--- src/rtl/tlbpt_pkg.sv ---
`timescale 1ns / 1ps

package tlbpt_pkg;

	localparam int ADDR_W      = 16;
	localparam int CNT_W       = 32;
	localparam int TLB_ENTRIES = 16;
	localparam int OFFSET_BITS = 8;
	localparam int PAGE_COUNT  = 256;
	localparam int FRAME_COUNT = 256;
	localparam int PAGE_W      = $clog2(PAGE_COUNT);
	localparam int FRAME_W     = $clog2(FRAME_COUNT);

	// controller -> datapath
	typedef struct packed {
		logic capture;  // item accepted: latch address, start page-table read
		logic commit;   // finish lookup, update state, load output register
	} tlbpt_cmd_t;

	// datapath -> controller
	typedef struct packed {
		logic out_blocked;  // output register full and not drained this cycle
	} tlbpt_sts_t;

endpackage

--- src/rtl/tlbpt_ctrl.sv ---
`timescale 1ns / 1ps

module tlbpt_ctrl (
	input  logic                 clk,
	input  logic                 arst_n,
	input  logic                 in_valid,
	output logic                 in_ready,
	input  tlbpt_pkg::tlbpt_sts_t sts,
	output tlbpt_pkg::tlbpt_cmd_t cmd
);

	typedef enum logic [1:0] {
		ST_IDLE = 2'b01,
		ST_LOOK = 2'b10
	} state_t;

	state_t state_q;
	state_t state_d;

	always_comb begin
		state_d     = state_q;
		in_ready    = 1'b0;
		cmd.capture = 1'b0;
		cmd.commit  = 1'b0;
		case (state_q)
			ST_IDLE: begin
				in_ready = 1'b1;
				if (in_valid) begin
					cmd.capture = 1'b1;
					state_d     = ST_LOOK;
				end
			end
			ST_LOOK: begin
				// hold until the output register can take the result
				if (!sts.out_blocked) begin
					cmd.commit = 1'b1;
					state_d    = ST_IDLE;
				end
			end
			default: begin
				state_d = ST_IDLE;
			end
		endcase
	end

	always_ff @(posedge clk or negedge arst_n) begin
		if (!arst_n) begin
			state_q <= ST_IDLE;
		end else begin
			state_q <= state_d;
		end
	end

endmodule

--- src/rtl/tlbpt_datapath.sv ---
`timescale 1ns / 1ps

module tlbpt_datapath #(
	parameter int TLB_ENTRIES = tlbpt_pkg::TLB_ENTRIES,
	parameter int OFFSET_BITS = tlbpt_pkg::OFFSET_BITS
) (
	input  logic                               clk,
	input  logic                               arst_n,
	input  tlbpt_pkg::tlbpt_cmd_t              cmd,
	output tlbpt_pkg::tlbpt_sts_t              sts,
	input  logic [tlbpt_pkg::ADDR_W-1:0]       virt_addr,
	output logic                               out_valid,
	input  logic                               out_ready,
	output logic [tlbpt_pkg::ADDR_W-1:0]       physical_address,
	output logic                               tlb_hit,
	output logic                               page_fault,
	output logic [tlbpt_pkg::CNT_W-1:0]        translated_count,
	output logic [tlbpt_pkg::CNT_W-1:0]        fault_count,
	output logic [tlbpt_pkg::CNT_W-1:0]        hit_count
);

	localparam int AW    = tlbpt_pkg::ADDR_W;
	localparam int CW    = tlbpt_pkg::CNT_W;
	localparam int PW    = tlbpt_pkg::PAGE_W;
	localparam int FW    = tlbpt_pkg::FRAME_W;
	localparam int PAGES = tlbpt_pkg::PAGE_COUNT;
	localparam int TIW   = (TLB_ENTRIES > 1) ? $clog2(TLB_ENTRIES) : 1;
	localparam logic [AW-1:0] OFF_MASK = AW'((64'd1 << OFFSET_BITS) - 64'd1);
	localparam logic [TIW-1:0] FILL_LAST = TIW'(TLB_ENTRIES - 1);
	localparam logic [FW-1:0] FRAME_LAST = FW'(tlbpt_pkg::FRAME_COUNT - 1);

	logic [AW-1:0]  addr_q;
	logic [PW-1:0]  tag_q [TLB_ENTRIES];
	logic [FW-1:0]  frm_q [TLB_ENTRIES];
	logic [TLB_ENTRIES-1:0] tv_q;
	logic [TIW-1:0] fill_q;
	logic [FW-1:0]  pt_mem [PAGES];
	logic [PAGES-1:0] pv_q;
	logic [FW-1:0]  pt_rd_q;
	logic [FW-1:0]  next_q;
	logic [CW-1:0]  trans_q;
	logic [CW-1:0]  faults_q;
	logic [CW-1:0]  hits_q;
	logic           out_valid_q;

	logic [AW-1:0]  in_shift;
	logic [PW-1:0]  in_page;
	logic [AW-1:0]  cur_shift;
	logic [PW-1:0]  cur_page;
	logic           hit;
	logic [FW-1:0]  hit_frm;
	logic           pv;
	logic           fault;
	logic [FW-1:0]  frame;
	logic [AW-1:0]  phys;

	// page number modulo the table size is its low bits
	assign in_shift  = virt_addr >> OFFSET_BITS;
	assign in_page   = in_shift[PW-1:0];
	assign cur_shift = addr_q >> OFFSET_BITS;
	assign cur_page  = cur_shift[PW-1:0];

	// reverse scan so the lowest matching entry wins
	always_comb begin
		hit     = 1'b0;
		hit_frm = '0;
		for (int i = TLB_ENTRIES - 1; i >= 0; i--) begin
			if (tv_q[i] && (tag_q[i] == cur_page)) begin
				hit     = 1'b1;
				hit_frm = frm_q[i];
			end
		end
	end

	assign pv    = pv_q[cur_page];
	assign fault = !hit && !pv;
	assign frame = hit ? hit_frm : (pv ? pt_rd_q : next_q);
	assign phys  = (AW'(frame) << OFFSET_BITS) | (addr_q & OFF_MASK);

	assign sts.out_blocked = out_valid_q && !out_ready;
	assign out_valid       = out_valid_q;

	// page-table memory and payload registers
	always_ff @(posedge clk) begin
		if (cmd.capture) begin
			addr_q  <= virt_addr;
			pt_rd_q <= pt_mem[in_page];
		end
		if (cmd.commit && fault) begin
			pt_mem[cur_page] <= next_q;
		end
		if (cmd.commit && !hit) begin
			tag_q[fill_q] <= cur_page;
			frm_q[fill_q] <= frame;
		end
		if (cmd.commit) begin
			physical_address <= phys;
			tlb_hit          <= hit;
			page_fault       <= fault;
			translated_count <= trans_q + 1'b1;
			fault_count      <= fault ? faults_q + 1'b1 : faults_q;
			hit_count        <= hit ? hits_q + 1'b1 : hits_q;
		end
	end

	always_ff @(posedge clk or negedge arst_n) begin
		if (!arst_n) begin
			tv_q        <= '0;
			fill_q      <= '0;
			pv_q        <= '0;
			next_q      <= '0;
			trans_q     <= '0;
			faults_q    <= '0;
			hits_q      <= '0;
			out_valid_q <= 1'b0;
		end else begin
			if (cmd.commit) begin
				out_valid_q <= 1'b1;
				trans_q     <= trans_q + 1'b1;
				if (hit) begin
					hits_q <= hits_q + 1'b1;
				end else begin
					tv_q[fill_q] <= 1'b1;
					fill_q       <= (fill_q == FILL_LAST) ? '0 : fill_q + 1'b1;
				end
				if (fault) begin
					faults_q       <= faults_q + 1'b1;
					pv_q[cur_page] <= 1'b1;
					next_q         <= (next_q == FRAME_LAST) ? '0 : next_q + 1'b1;
				end
			end else if (out_ready) begin
				out_valid_q <= 1'b0;
			end
		end
	end

endmodule

--- src/rtl/tlb_page_table_translate.sv ---
`timescale 1ns / 1ps
// The accepting edge latches the address and reads the page-table memory; the lookup
// state then updates the TLB / page table and loads the output register, waiting while
// the output is blocked. A new item is accepted only once the previous one has committed.
// Reset (arst_n low, asynchronous): clears TLB and page valid bits, fill pointer,
// frame allocator, counters and output valid at once; no clearing pass.
module tlb_page_table_translate #(
	parameter int TLB_ENTRIES = tlbpt_pkg::TLB_ENTRIES,
	parameter int OFFSET_BITS = tlbpt_pkg::OFFSET_BITS
) (
	input  logic                         clk,
	input  logic                         arst_n,
	input  logic                         in_valid,
	output logic                         in_ready,
	input  logic [tlbpt_pkg::ADDR_W-1:0] virt_addr,
	output logic                         out_valid,
	input  logic                         out_ready,
	output logic [tlbpt_pkg::ADDR_W-1:0] physical_address,
	output logic                         tlb_hit,
	output logic                         page_fault,
	output logic [tlbpt_pkg::CNT_W-1:0]  translated_count,
	output logic [tlbpt_pkg::CNT_W-1:0]  fault_count,
	output logic [tlbpt_pkg::CNT_W-1:0]  hit_count
);

	tlbpt_pkg::tlbpt_cmd_t cmd;
	tlbpt_pkg::tlbpt_sts_t sts;

	tlbpt_ctrl u_ctrl (
		.clk      (clk),
		.arst_n   (arst_n),
		.in_valid (in_valid),
		.in_ready (in_ready),
		.sts      (sts),
		.cmd      (cmd)
	);

	tlbpt_datapath #(
		.TLB_ENTRIES (TLB_ENTRIES),
		.OFFSET_BITS (OFFSET_BITS)
	) u_dp (
		.clk              (clk),
		.arst_n           (arst_n),
		.cmd              (cmd),
		.sts              (sts),
		.virt_addr        (virt_addr),
		.out_valid        (out_valid),
		.out_ready        (out_ready),
		.physical_address (physical_address),
		.tlb_hit          (tlb_hit),
		.page_fault       (page_fault),
		.translated_count (translated_count),
		.fault_count      (fault_count),
		.hit_count        (hit_count)
	);

endmodule
--- config.mk ---
export PLATFORM = sky130hd
export DESIGN_NAME = tlb_page_table_translate
export DESIGN_NICKNAME = d
export VERILOG_FILES = /design/src/rtl/tlbpt_pkg.sv /design/src/rtl/tlbpt_ctrl.sv /design/src/rtl/tlbpt_datapath.sv /design/src/rtl/tlb_page_table_translate.sv
export SDC_FILE = /design/constraint.sdc
export NUM_CORES = 2
export LEC_CHECK = 0
export ABC_AREA = 1
export CAP_MARGIN = 20
export CELL_PAD_IN_SITES_DETAIL_PLACEMENT = 1
export CELL_PAD_IN_SITES_GLOBAL_PLACEMENT = 2
export CORE_ASPECT_RATIO = 1.2
export CORE_UTILIZATION = 48
export DETAILED_ROUTE_END_ITERATION = 8
export DONT_BUFFER_PORTS = 1
export PLACE_DENSITY_LB_ADDON = 0.3
export SLEW_MARGIN = 20
export SYNTH_ARGS = -nofsm -noshare
export SYNTH_HDL_FRONTEND = slang
export SYNTH_SLANG_ARGS = --single-unit
--- constraint.sdc ---
create_clock -name clk -period 10.5 [get_ports clk]
set_clock_uncertainty 0.1 [all_clocks]
set_input_delay 1.05 -clock clk [delete_from_list [all_inputs] [get_ports clk]]
set_output_delay 1.05 -clock clk [all_outputs]
set_load 0.02 [all_outputs]
=== Word level (Yosys, flattened, before mapping) ===
Memory sizes are Yosys's and may differ from the RTL's. A register that Yosys moved wholly into a read port is not among the register bits.
Index checks and enable logic that the tools add are counted.

* Register bits: 513
* Memories kept: 3
* Output and inout port bits: 116
* Bits of input ports: 20
* Word-level logic and storage cells: 141
* Memory bits (writable): 2,304

{| class="wikitable"
|+ Memories
! name !! words !! width !! read ports !! clocked after Yosys merged registers in !! write ports !! RTL line !! text
|-
| u_dp.pt_mem || 256 || 8 || 1 || 1 || 1 || tlbpt_datapath.sv:37 || <nowiki>logic [FW-1:0] pt_mem [PAGES];</nowiki>
|-
| u_dp.frm_q || 16 || 8 || 16 || 0 || 1 || tlbpt_datapath.sv:34 || <nowiki>logic [FW-1:0] frm_q [TLB_ENTRIES];</nowiki>
|-
| u_dp.tag_q || 16 || 8 || 16 || 0 || 1 || tlbpt_datapath.sv:33 || <nowiki>logic [PW-1:0] tag_q [TLB_ENTRIES];</nowiki>
|}

* Reductions and logical operators: 29
* $add $sub $neg: 5
* Mux-type cells: 58
* Equality and inequality tests: 22
* Order comparisons: 4
* Bitwise operators: 4

{| class="wikitable"
|+ Operators with widths
! kind !! number
|-
| $or A256 B256 Y256 || 1
|-
| $mux W8 || 19
|-
| $eq A8 B8 Y1 || 16
|-
| $add A32 B1 Y32 const B || 3
|-
| $mux W32 || 2
|-
| $mux W1 || 30
|-
| $logic_and A1 B1 Y1 || 22
|-
| $or A16 B16 Y16 || 1
|-
| $or A16 B8 Y16 || 1
|-
| $lt A8 B9 Y1 const B || 1
|-
| $add A8 B1 Y8 const B || 1
|-
| $bmux W1 S8 || 1
|-
| $demux W1 S8 || 1
|-
| $eq A8 B8 Y1 const B || 1
|-
| $ge A8 B1 Y1 const B || 1
|-
| $reduce_and A2 Y1 || 3
|-
| $lt A4 B5 Y1 const B || 1
|-
| $add A4 B1 Y4 const B || 1
|-
| $demux W1 S4 || 1
|-
| $eq A4 B4 Y1 const B || 1
|-
| $ge A4 B1 Y1 const B || 1
|-
| $mux W2 || 2
|-
| $mux W4 || 1
|-
| $ne A2 B2 Y1 const B || 2
|-
| 6 further kinds || 8
|}

=== Longest topological paths before layout ===
An unclocked memory read counts as a cell.

* Depth after elaboration: 24
* Mapped depth: 28
* Depth with buffers taken out: 25

=== Hierarchy ===
A second synthesis with hierarchy kept.

* Cells, all modules: 9,738
* Area, all modules: 115,046.6 µm²

{| class="wikitable"
|+ Modules (own cells, without submodules)
! module !! times used !! area each (µm²) !! seq. area each (µm²) !! cells an instance
|-
| tlbpt_datapath || 1 || 114,945.2 || 82,864.5 || 9,727
|-
| tlbpt_ctrl || 1 || 101.3 || 51.3 || 11
|}

=== Worst setup path before layout ===
No wires, ideal clock.

* Path kind: input-to-reg
* From: in out_ready
* To: reg u_dp.fault_count[0] in the netlist's numbering (enable)
* Setup slack: 4,863 ps
* Data required time: 9,877 ps
* Path buffers: 2
* Arrival time: 5,014 ps
* Setup time: 523 ps
* Cell stages on the path: 4
* Path through: nor2_1 > nor2_1 > clkbuf_1 > clkbuf_1

{| class="wikitable"
|+ RTL lines
! element !! RTL line !! text
|-
| start, declared || tlb_page_table_translate.sv:17 || <nowiki>input logic out_ready,</nowiki>
|-
| end signal, assigned || tlbpt_datapath.sv:101 || <nowiki>fault_count <= fault ? faults_q + 1'b1 : faults_q;</nowiki>
|-
| end, declared || tlbpt_datapath.sv:18 || <nowiki>output logic [tlbpt_pkg::CNT_W-1:0] fault_count,</nowiki>
|}

=== Worst setup path in the final report ===
* From: reg u_dp.addr_q[8]
* To: mem u_dp.pt_mem[209][5] in the netlist's numbering (enable)

* Word-level cells in the longest chain between the ends: 23
* Elaborated cells between the ends (all ways): 56
* Those cells by class: eq/ne: 16; mux: 20; reduce/logical: 20

{| class="wikitable"
|+ Ends and longest elaborated chain
! element !! RTL line !! text
|-
| start, declared || tlbpt_datapath.sv:32 || <nowiki>logic [AW-1:0] addr_q;</nowiki>
|-
| start signal, assigned || tlbpt_datapath.sv:86 || <nowiki>addr_q <= virt_addr;</nowiki>
|-
| $eq A8 B8 Y1 || tlbpt_datapath.sv:68 || <nowiki>if (tv_q[i] && (tag_q[i] == cur_page)) begin</nowiki>
|-
| $logic_and A1 B1 Y1 || tlbpt_datapath.sv:68 ||
|-
| $mux W1 (16 in a row) || tlbpt_datapath.sv:68 ||
|-
| $logic_not A1 Y1 || tlbpt_datapath.sv:76 || <nowiki>assign fault = !hit && !pv;</nowiki>
|-
| $logic_and A1 B1 Y1 || tlbpt_datapath.sv:76 ||
|-
| $logic_and A1 B1 Y1 || tlbpt_datapath.sv:89 || <nowiki>if (cmd.commit && fault) begin</nowiki>
|-
| $mux W1 || tlbpt_datapath.sv:89 ||
|-
| $mux W1 (not written as such) || tlbpt_datapath.sv:90 || <nowiki>pt_mem[cur_page] <= next_q;</nowiki>
|-
| end, declared || tlbpt_datapath.sv:37 ||
|}

Several ways; a longest one is shown, not always the timed one. The select of a mux whose other input is x is not followed.

==> impl_metrics.py <==
metrics = {
    "synth": {
        "synth-edff-count": 2442,
        "async_reset_ff_share_pct": 13.56,
        "synthFlopType": "edfxtp_1",
        "syn_inst": 9619,
        "synth_nets": 9647,
        "yosys_warnings": 0,
        "syn-cell-area_sq_um": 114900,
        "synth_cell_types": 57,
        "synth-seq-cells": 2825,
        "synthTopCellsByArea": "edfxtp_1 64%, dfrtp_1 8.3%, o21ai_0 6.3%, nor2_1 6.2%, o22ai_1 3.5%",
        "yosysMostFrequentCell": "edfxtp_1",
        "avgSynthCellArea_sq_um": 11.95,
        "yosysTopAreaCellShare_pct": 63.81,
        "synthTopCellsByCount": "2442 x edfxtp_1, 1912 x nor2_1, 1453 x o21ai_0, 816 x nand2_1, 650 x o22ai_1",
        "synth_top_area_cell": "edfxtp_1",
        "ys_seq_area_share_pct": 72.16,
    },
    "clock_tree": {
        "cts.sinks": 2825,
        "cts_buffer_depth": 4,
        "clk_pin_slew_ps": 60,
        "htreeDepth": 5,
        "root_buffer": "clkbuf_16",
        "cts_tree": "built",
        "postCtsSetupBuffers": 0,
        "clk_latency_ps": 890,
        "numCtsBuffers": 289,
    },
    "route": {
        "drt-wirelength-per-cell_um": 28.55,
        "viasPerCell": 6.069,
        "ant_nets": 0,
        "drt-total-wl_um": 364800,
        "drc": 0,
        "drt_first_pass_iters": 7,
        "vias": 77570,
        "drtIter0Drc": 7675,
    },
    "worst_hold_path": {
        "hold_path_class": "primary input to flop",
    },
    "timing": {
        "drv_slew": 116,
        "slew_headroom_pct": -20.59,
        "final.min_clock_period_ps": 6667,
        "max_freq_ghz": 0.1500,
        "rsz0062_at_grt": "false",
        "setup-violations-final": 0,
        "finalCritPeriodShare_pct": 63.50,
        "worst_slew_pin_slew_ps": 1809,
        "fin_tns_setup_ps": 0,
        "whs_ps": 170.6,
        "hold_viol_final": 0,
    },
    "floorplan": {
        "die_x_um": 448.7,
        "die_area_sq_um": 241400,
        "core-area_sq_um": 237900,
        "die_y_um": 538.0,
        "rows": 196,
        "initial_core_util_pct": 48.31,
        "ios": 136,
    },
    "setup_path": {
        "critPathMaxFanout": 68,
        "path_class": "flop to flop",
        "endpoint_kind": "flop",
        "crit_path_start_kind": "flop",
        "cp_data_arrival_time_ps": 7060,
        "cp.required_ps": 10890,
    },
    "grt": {
        "met2_usage_pct": 51.01,
        "met1_usage_pct": 37.57,
        "gr-usage-all-layers_pct": 29.71,
        "grt_max_degree": 1027,
        "overflow": 0,
        "grt_pass1_wl_um": 533400,
        "busiest_layer": "met2",
        "use_met3_pct": 4.167,
        "grt_pass1_vias": 80510,
        "antenna_found_initial": 9,
    },
    "outcome": {
        "violations": "slew limit",
        "status": "finished, violations left",
    },
    "cells_and_area": {
        "final_nets": 9422,
        "stdcell_area_sq_um": 127000,
        "final_cells": 12780,
        "drive_gt1_share_pct": 6.348,
        "syn_to_final_growth_pct": 10.56,
        "fin_util_pct": 53.41,
    },
    "placement": {
        "dpl_cell_area_sq_um": 117500,
        "dp_cells": 12260,
        "place.gp.congestion": 0.9045,
        "dp_hpwl_um": 216000,
        "io_buffers": 0,
    },
    "pwr": {
        "p_per_area_nw_per_um2": 217.6,
        "vdd_ir_drop_max_mv": 0.1992,
        "p_leak_nw": 43.64,
    },
    "run": {
        "maxCapViolCount": 0,
    },
}
-- layer usage --
metal / part of all wire, % / up-vias / wire length, um
met1: 40 / 39750 / 145200
met2: 49 / 2886 / 180100
met4: 4.6 / 0 / 16940
met3: 6.2 / 762 / 22640
met5: 0 / - / 0
li1: - / 34170 / -
-- worst max-delay path: stages, from the launching register on --
cell,delay [ps]
edfxtp_1,610
inv_2,540
nor2_4,30
buf_4,380
a22oi_1,310
o221ai_1,190
nand2_1,110
nand2_1,60
o21ai_0,380
nand4_1,220
nand2_1,120
nand2_1,90
nor2_4,110
buf_4,300
nand2_4,330
nor2_8,170
buf_4,500
nand2_2,700
nor2_1,820
-- stage by stage --
step,worst slack [ps],power [mW]
finish,3833,27.65
global route,3667,28.37
CTS,4003,27.72
detailed placement,4042,17.53
global placement,4229,17.51
floorplan,4863,15.90
-- cell usage in the layout (no fill, tap or decap), types with 8 or more instances in the layout --
| cell | instances |
|---|---|
| dfrtp_4 | 8 |
| clkinv_2 | 39 |
| o32ai_1 | 35 |
| a31oi_1 | 8 |
| buf_12 | 8 |
| clkinvlp_4 | 15 |
| o221ai_1 | 64 |
| clkbuf_16 | 295 |
| inv_1 | 367 |
| nor3_1 | 62 |
| inv_6 | 8 |
| o22ai_1 | 650 |
| nor3b_1 | 9 |
| nand2_4 | 10 |
| a21oi_1 | 97 |
| o21bai_1 | 128 |
| dfrtp_1 | 374 |
| edfxtp_1 | 2442 |
| clkbuf_1 | 59 |
| nand3_1 | 64 |
| nor2_1 | 1905 |
| clkbuf_8 | 12 |
| xor2_1 | 105 |
| a22oi_1 | 64 |
| ha_1 | 8 |
| buf_16 | 10 |
| nand2_2 | 15 |
| nand4_1 | 44 |
| o21ai_0 | 1453 |
| bufinv_16 | 26 |
| nand2_1 | 795 |
| clkinv_1 | 49 |
| o21ai_1 | 109 |
| nor4_1 | 34 |
| inv_2 | 8 |
| buf_4 | 115 |
| or2_2 | 11 |
| xnor2_1 | 27 |
-- cell type report --
cell class              count  area [sq um]
diodes                      3         7.507
clock buffers             366          7769
clock inverters           141          1436
fillers                 23970        110800
inverters                 382          1459
multi-input cells        5761         28150
flip-flops and latches   2825         82950
well taps                3168          3964
repair buffers            135          1319
-- state kept, by name, summed over array words and instances (netlist names), 128 cells and up --
name         cells
u_dp.tag_q     128
u_dp.pt_mem   2048
u_dp.pv_q      256
u_dp.frm_q     128
-- logic make-up after synthesis --
| group | Yosys count | synth area share [%] |
|---|---|---|
| DFF | 2825 | 72.16 |
| AOI/OAI and AO/OA | 2637 | 13.02 |
| xor gates and xnor gates | 132 | 1.006 |
| adders and majority gates | 8 | 0.08711 |
| and+or+nand+nor | 2984 | 10.24 |
| buffers and inverters | 1033 | 3.491 |
-- report_power, final --
part / leakage [nW] / internal [mW] / total [mW] / switching, mW
Sequential: 26.7 / 13.6 / 14.0 / 0.397
Combinational: 12.4 / 0.533 / 3.38 / 2.85
Clock: 4.46 / 5.89 / 10.2 / 4.35
Total: 43.6 / 20.1 / 27.6 / 7.59
-- final timing paths --
check / start / endpoint / slack (ps) / cells past startpoint
max: u_dp.addr_q[8] / u_dp.pt_mem[209][5] / 3830 / 18
min: virt_addr[1] / u_dp.addr_q[1] / 170 / 0
max reg2reg: u_dp.addr_q[8] / u_dp.pt_mem[209][5] / 3830 / 18
min reg2reg: u_dp.addr_q[1] / u_dp.physical_address[1] / 320 / 0
max in group asynchronous: arst_n / u_dp.pv_q[137] / 7600 / 5
min in group asynchronous: arst_n / u_dp.out_valid / 560 / 2
-- repair_timing --
item	4_1_cts	5_1_grt
resized for setup	0	0
hold buffers	2	1
endpoints found under the hold margin	382	11
Power figures use the tool's default switching activity.
